==> config.mk <==
export PLATFORM = sky130hd
export DESIGN_NAME = mbe_sequencer
export DESIGN_NICKNAME = d
export VERILOG_FILES = /design/src/design/mbe_pkg.sv /design/src/design/mbe_sequencer.sv
export SDC_FILE = /design/constraint.sdc
export NUM_CORES = 1
export LEC_CHECK = 0
export BUFFER_PORTS_ARGS = -buffer_cell sky130_fd_sc_hd__buf_4
export CAP_MARGIN = 20
export CELL_PAD_IN_SITES_DETAIL_PLACEMENT = 1
export CELL_PAD_IN_SITES_GLOBAL_PLACEMENT = 1
export CORE_AREA = 2 2 39 41
export DETAILED_ROUTE_END_ITERATION = 16
export DIE_AREA = 0 0 41 43
export HOLD_SLACK_MARGIN = 0.08
export PLACE_DENSITY = 0.56
export SLEW_MARGIN = 15
export SYNTH_ARGS = -nofsm -noshare
export SYNTH_HDL_FRONTEND = slang
export SYNTH_SLANG_ARGS = --single-unit
==> constraint.sdc <==
create_clock -name clk -period 2.6 [get_ports clk]
set_input_delay 0.52 -clock clk [delete_from_list [all_inputs] [get_ports clk]]
set_output_delay 0.52 -clock clk [all_outputs]
set_load 0.05 [all_outputs]
==> src/design/mbe_pkg.sv <==
// Package for the escape-time unit: control word layout, microprogram
// addresses, condition codes, the microcode table and fixed constants.
// No dependencies.
package mbe_pkg;

  // Width and reset value of the iteration limit register.
  localparam int unsigned LIMIT_W = 16;
  localparam logic [LIMIT_W-1:0] LIMIT_RESET = 16'd1000;

  // Microprogram addresses.
  typedef logic [1:0] upc_t;
  localparam upc_t UA_IDLE   = 2'd0;
  localparam upc_t UA_CHECK  = 2'd1;
  localparam upc_t UA_UPDATE = 2'd2;
  localparam upc_t UA_DONE   = 2'd3;

  // Sequencing conditions. Wait conditions hold the step until their event
  // and then go to the target; jump conditions go to the target when true
  // and otherwise fall through to the next step.
  typedef enum logic [2:0] {
    C_NEXT       = 3'd0,
    C_WAIT_IN    = 3'd1,
    C_WAIT_OUT   = 3'd2,
    C_JUMP_STOP  = 3'd3,
    C_JUMP_NOESC = 3'd4
  } cond_t;

  // One control word.
  typedef struct packed {
    logic  ld_point;  // take a new point from the input channel
    logic  mul_en;    // limit and range test, form the three products
    logic  upd_en;    // |z|^2 test, then new z and step count
    logic  emit;      // move the result into the output register
    cond_t cond;
    upc_t  target;
  } ctrl_t;

  // Status flags returned by the datapath to the sequencer.
  typedef struct packed {
    logic stop;      // limit reached or z out of range
    logic sum_esc;   // sum of squares exceeds four
    logic out_free;  // output register can take a result this cycle
  } status_t;

  // The microprogram.
  function automatic ctrl_t ucode_rom(input upc_t addr);
    ctrl_t cw;
    cw = '{ld_point: 1'b0, mul_en: 1'b0, upd_en: 1'b0, emit: 1'b0,
           cond: C_NEXT, target: UA_IDLE};
    case (addr)
      UA_IDLE: begin
        cw.ld_point = 1'b1;
        cw.cond     = C_WAIT_IN;
        cw.target   = UA_CHECK;
      end
      UA_CHECK: begin
        cw.mul_en = 1'b1;
        cw.cond   = C_JUMP_STOP;
        cw.target = UA_DONE;
      end
      UA_UPDATE: begin
        cw.upd_en = 1'b1;
        cw.cond   = C_JUMP_NOESC;
        cw.target = UA_CHECK;
      end
      UA_DONE: begin
        cw.emit   = 1'b1;
        cw.cond   = C_WAIT_OUT;
        cw.target = UA_IDLE;
      end
      default: begin
        cw.cond   = C_NEXT;
        cw.target = UA_IDLE;
      end
    endcase
    return cw;
  endfunction

endpackage

==> src/design/mbe_sequencer.sv <==
// Microcode sequencer: step counter, control store lookup and branching.
// Depends on mbe_pkg for the control word, status flags and microprogram.
module mbe_sequencer
  import mbe_pkg::*;
(
  input  logic    clk,
  input  logic    rst_n,
  input  logic    in_valid,
  input  status_t st,
  output ctrl_t   cw,
  output logic    in_stall
);

  upc_t upc_r;
  upc_t upc_nxt;

  // Control word of the current step; no request is taken during reset.
  assign cw       = ucode_rom(upc_r);
  assign in_stall = !cw.ld_point || !rst_n;

  // Next step selection.
  always_comb begin
    case (cw.cond)
      C_WAIT_IN:    upc_nxt = in_valid    ? cw.target : upc_r;
      C_WAIT_OUT:   upc_nxt = st.out_free ? cw.target : upc_r;
      C_JUMP_STOP:  upc_nxt = st.stop     ? cw.target : upc_t'(upc_r + 2'd1);
      C_JUMP_NOESC: upc_nxt = !st.sum_esc ? cw.target : upc_t'(upc_r + 2'd1);
      default:      upc_nxt = upc_t'(upc_r + 2'd1);
    endcase
  end

  // Step counter.
  always_ff @(posedge clk) begin
    if (!rst_n) begin
      upc_r <= UA_IDLE;
    end else begin
      upc_r <= upc_nxt;
    end
  end

`ifndef NO_ASSERTIONS
  // An accepted request always starts with the limit and range test.
  a_accept_to_check: assert property (@(posedge clk) disable iff (!rst_n)
    (in_valid && !in_stall) |=> (upc_r == UA_CHECK))
    else $error("accepted request did not enter the check step");

  // Once the result is handed over the sequencer returns to idle.
  a_done_to_idle: assert property (@(posedge clk) disable iff (!rst_n)
    (upc_r == UA_DONE && st.out_free) |=> (upc_r == UA_IDLE))
    else $error("sequencer did not return to idle after the result");
`endif

endmodule

; ---- After elaboration in Yosys (flattened, before gate mapping)
; Index checks and enable logic that the tools add are counted.
[totals]
inputBits = 6
rom_bits = 0
elab_cells = 26
register_bits = 2
mem_bits_rw = 0
n_memories = 0
latchBits = 0
[classes]
n_reduce_logical = 5
n_div = 0
n_eq_ne = 9
order_cmp = 0
muxes = 10
n_addsub = 1
multipliers = 0
n_shift = 0
bitwise = 0
[op_table]
columns = operator, n
row1 = $pmux W5 S4, 1
row2 = $mux W2, 4
row3 = $pmux W2 S4, 1
row4 = $eq A3 B2 Y1 const B, 2
row5 = $eq A2 B2 Y1 const B, 2
row6 = $mux W1, 4
row7 = $ne A2 B2 Y1 const B, 2
row8 = $eq A3 B1 Y1 const B, 1
row9 = $eq A3 B3 Y1 const B, 1
row10 = $add A2 B1 Y2 const B, 1
row11 = $eq A2 B1 Y1 const B, 1
row12 = $logic_not A1 Y1, 2
row13 = $logic_not A2 Y1, 1
row14 = $reduce_and A2 Y1, 1
row15 = $logic_or A1 B1 Y1, 1

; ---- Logic depth before layout (Yosys ltp)
[logic_depth]
depth_word = 5
depth_mapped = 5

; ---- Worst setup path after synthesis
; Ideal clock, no wire load.
[synth_path]
path_type = register -> output
start = register upc_r[0]
end = output port in_stall
slack_ns = 0.695
arrival_ns = 1.385
path_stages_with_launch = 4
required_ns = 2.080
path_cell_list = dfxtp_1 inv_1 ha_1 nand2_1
[synth_rtl]
columns = item, line_no
row1 = from (decl), mbe_sequencer.sv:14  ; upc_t upc_r;
row2 = from (signal assigned), mbe_sequencer.sv:37  ; upc_r <= upc_nxt;
row3 = to (decl), mbe_sequencer.sv:11  ; output logic in_stall

==> results.sh <==
export IMPL_crit_chain="inv_1 > ha_1 > or2_2 > buf_4"
export IMPL_place_congestion=0.622
export IMPL_hp_class="primary input to flip-flop"
export IMPL_pre_cts_ws_ps=810
export IMPL_relSlewSlack_pct=83.6
export IMPL_synth_area_leaders="ha_1, dfxtp_1, nand2b_1"
export IMPL_vias_per_cell=4.07
export IMPL_grt_total_usage_pct=9.12
export IMPL_synthArstFlopShare_pct=0
export IMPL_core_area_um2=1380
export IMPL_cts_hold_buf=0
export IMPL_clock_fmax_ghz=0.497
export IMPL_period_share_pct=77.4
export IMPL_grt_overflow=0
export IMPL_synth_seq_cells=2
export IMPL_antenna_cells=0
export IMPL_cpMaxStageDelayCell="dfxtp_1"
export IMPL_top_register="upc_r"
export IMPL_io_pins=16
export IMPL_drtIter0Drc=1
export IMPL_setup_ws_ps=589
export IMPL_syn_mean_instance_area_um2=8.67
export IMPL_clockBufferDepth=2
export IMPL_cts_num_sinks=2
export IMPL_grt_max_degree=8
export IMPL_cts_max_level=1
export IMPL_startpoint_type="flip-flop"
export IMPL_dieHeight_um=43
export IMPL_root_buffer="clkbuf_4"
export IMPL_synth_top_cell_area_share_pct=36.1
export IMPL_crit_cells=4
export IMPL_syn_inst=28
export IMPL_hold_depth=3
export IMPL_fillCellCount=173
export IMPL_postCtsSetupBuffers=0
export IMPL_largest_reg_flops=2
export IMPL_setup_violations=0
export IMPL_seq_area_frac_synth_pct=16.5
export IMPL_end_kind="output pin"
export IMPL_fin_nets=60
export IMPL_synth_main_ff_cell="dfxtp_1"
export IMPL_tightest_slew_ps=245
export IMPL_syn_nets=41
export IMPL_synth_largest_area_cell="ha_1"
export IMPL_status="complete, no violations"
export IMPL_postRouteAntennaNets=0
export IMPL_vias=248
export IMPL_grt_pass1_wl_um=1060
export IMPL_path_clk_slew_ps=30
export IMPL_reg2reg_depth=5
export IMPL_critical_path_top_delay_family="flip-flops"
export IMPL_setup_tns_ps=0
export IMPL_required_ps=2080
export IMPL_hpwl_um=484
export IMPL_dieArea_um2=1760
export IMPL_finalHoldViolations=0
export IMPL_grt_pass1_vias=262
export IMPL_synth_top_cells_by_count="ha_1, inv_1, a21oi_1, nand2b_1"
export IMPL_area_growth_pct=60.8
export IMPL_skew_ps=2.80
export IMPL_ctsResizeCount=0
export IMPL_rsz0062_at_grt="no"
export IMPL_clock_latency_ps=220
export IMPL_drc=0
export IMPL_synth_edf_count=0
export IMPL_largest_registers="upc_r: 2 flops"
export IMPL_routedWlPerCell_um=10.0
export IMPL_antenna_found_initial=0
export IMPL_yosysWarnings=0
export IMPL_cp_max_fo=5
export IMPL_max_stage_delay_ps=400
export IMPL_arrival_ps=1490
export IMPL_port_buffers=15
export IMPL_routed_wl_um=613
export IMPL_numCtsBuffers=3
export IMPL_yosysMostFrequentCell="ha_1"
export IMPL_drv_slew=0
export IMPL_start_util_pct=17.5
export IMPL_cts_tree="yes"
export IMPL_path_class="flip-flop to output pin"
export IMPL_yosysUniqueCellTypes=12
export IMPL_die_w_um=41
export IMPL_final_layout_size_suffix_gt1_share_pct=44.4
export IMPL_min_period_ps=2010
export IMPL_syn_cell_area_um2=243
export IMPL_dr_pass1_iters=2
export IMPL_num_rows=14
export IMPL_maxCapViolCount=0
export IMPL_critPathBufInv=2
-- final timing paths --
path | from | end | slack, ps
worst max-delay path | upc_r[1]$_SDFFE_PN0P_ | cw[2] | 590
worst min-delay path | rst_n | upc_r[0]$_SDFFE_PN0P_ | 570
worst max register to register | upc_r[0]$_SDFFE_PN0P_ | upc_r[1]$_SDFFE_PN0P_ | 1180
worst min register to register | upc_r[1]$_SDFFE_PN0P_ | upc_r[1]$_SDFFE_PN0P_ | 590
-- routing by layer --
layer / wire, um / track usage [%] / part of all wire (%) / up-vias
met4: 0 / 8.00 / 0 / 0
met1: 240 / 10.5 / 39 / 114
li1: - / - / - / 128
met2: 345 / 13.1 / 56 / 6
met5: 0 / 0 / 0 / -
met3: 27 / 2.09 / 4.4 / 0
-- final cells by class --
cell class              count  area, um2  share of cell area (%)
multi-input cells          21        180                    46.2
repair buffers             15        113                    28.8
well taps                  16       20.0                    5.13
inverters                   4       15.0                    3.85
clock buffers               3       22.5                    5.77
flip-flops and latches      2       40.0                    10.3
-- stage by stage --
| step | cell area (um2) | utilization [%] | hold slack, ps | cells |
|---|---|---|---|---|
| after floorplan | 243 | - | 533 | 28 |
| final | 390 | 28.2 | 572 | 61 |
| after global placement | 368 | 26.6 | 593 | 58 |
| after CTS | 390 | 28.2 | 563 | 61 |
| after detailed placement | 368 | 26.6 | 585 | 58 |
| after global routing | 390 | 28.2 | 580 | 61 |
-- layout by cell type (no fill, tap or decap), drive strengths merged --
cell    count
buf        15
ha          7
inv         4
nand2b      3
a21oi       3
clkbuf      3
or2         2
a311oi      2
dfxtp       2
nand2       1
a21o        1
mux2i       1
a211oi      1
-- cells by family (layout without fill, tap and decap cells) --
group,count (synthesis),after routing,synth area share (%)
AOI/OAI and AO/OA,7,7,19.6
adders and majority gates,7,7,36.1
buffers and inverters,5,22,9.28
DFF,2,2,16.5
muxes,1,1,4.12
and+or+nand+nor,6,6,14.4
-- worst reg2reg max path, delay by kind of cell (launching register included) --
kind | cells | cell delay, ps
buffers and inverters | 1 | 120
AOI/OAI and AO/OA | 3 | 450
DFF | 1 | 440
adders and majority gates | 1 | 310
Power is not shown: default switching activity piles up to over one toggle a cycle in this logic, so the estimate is an artifact.
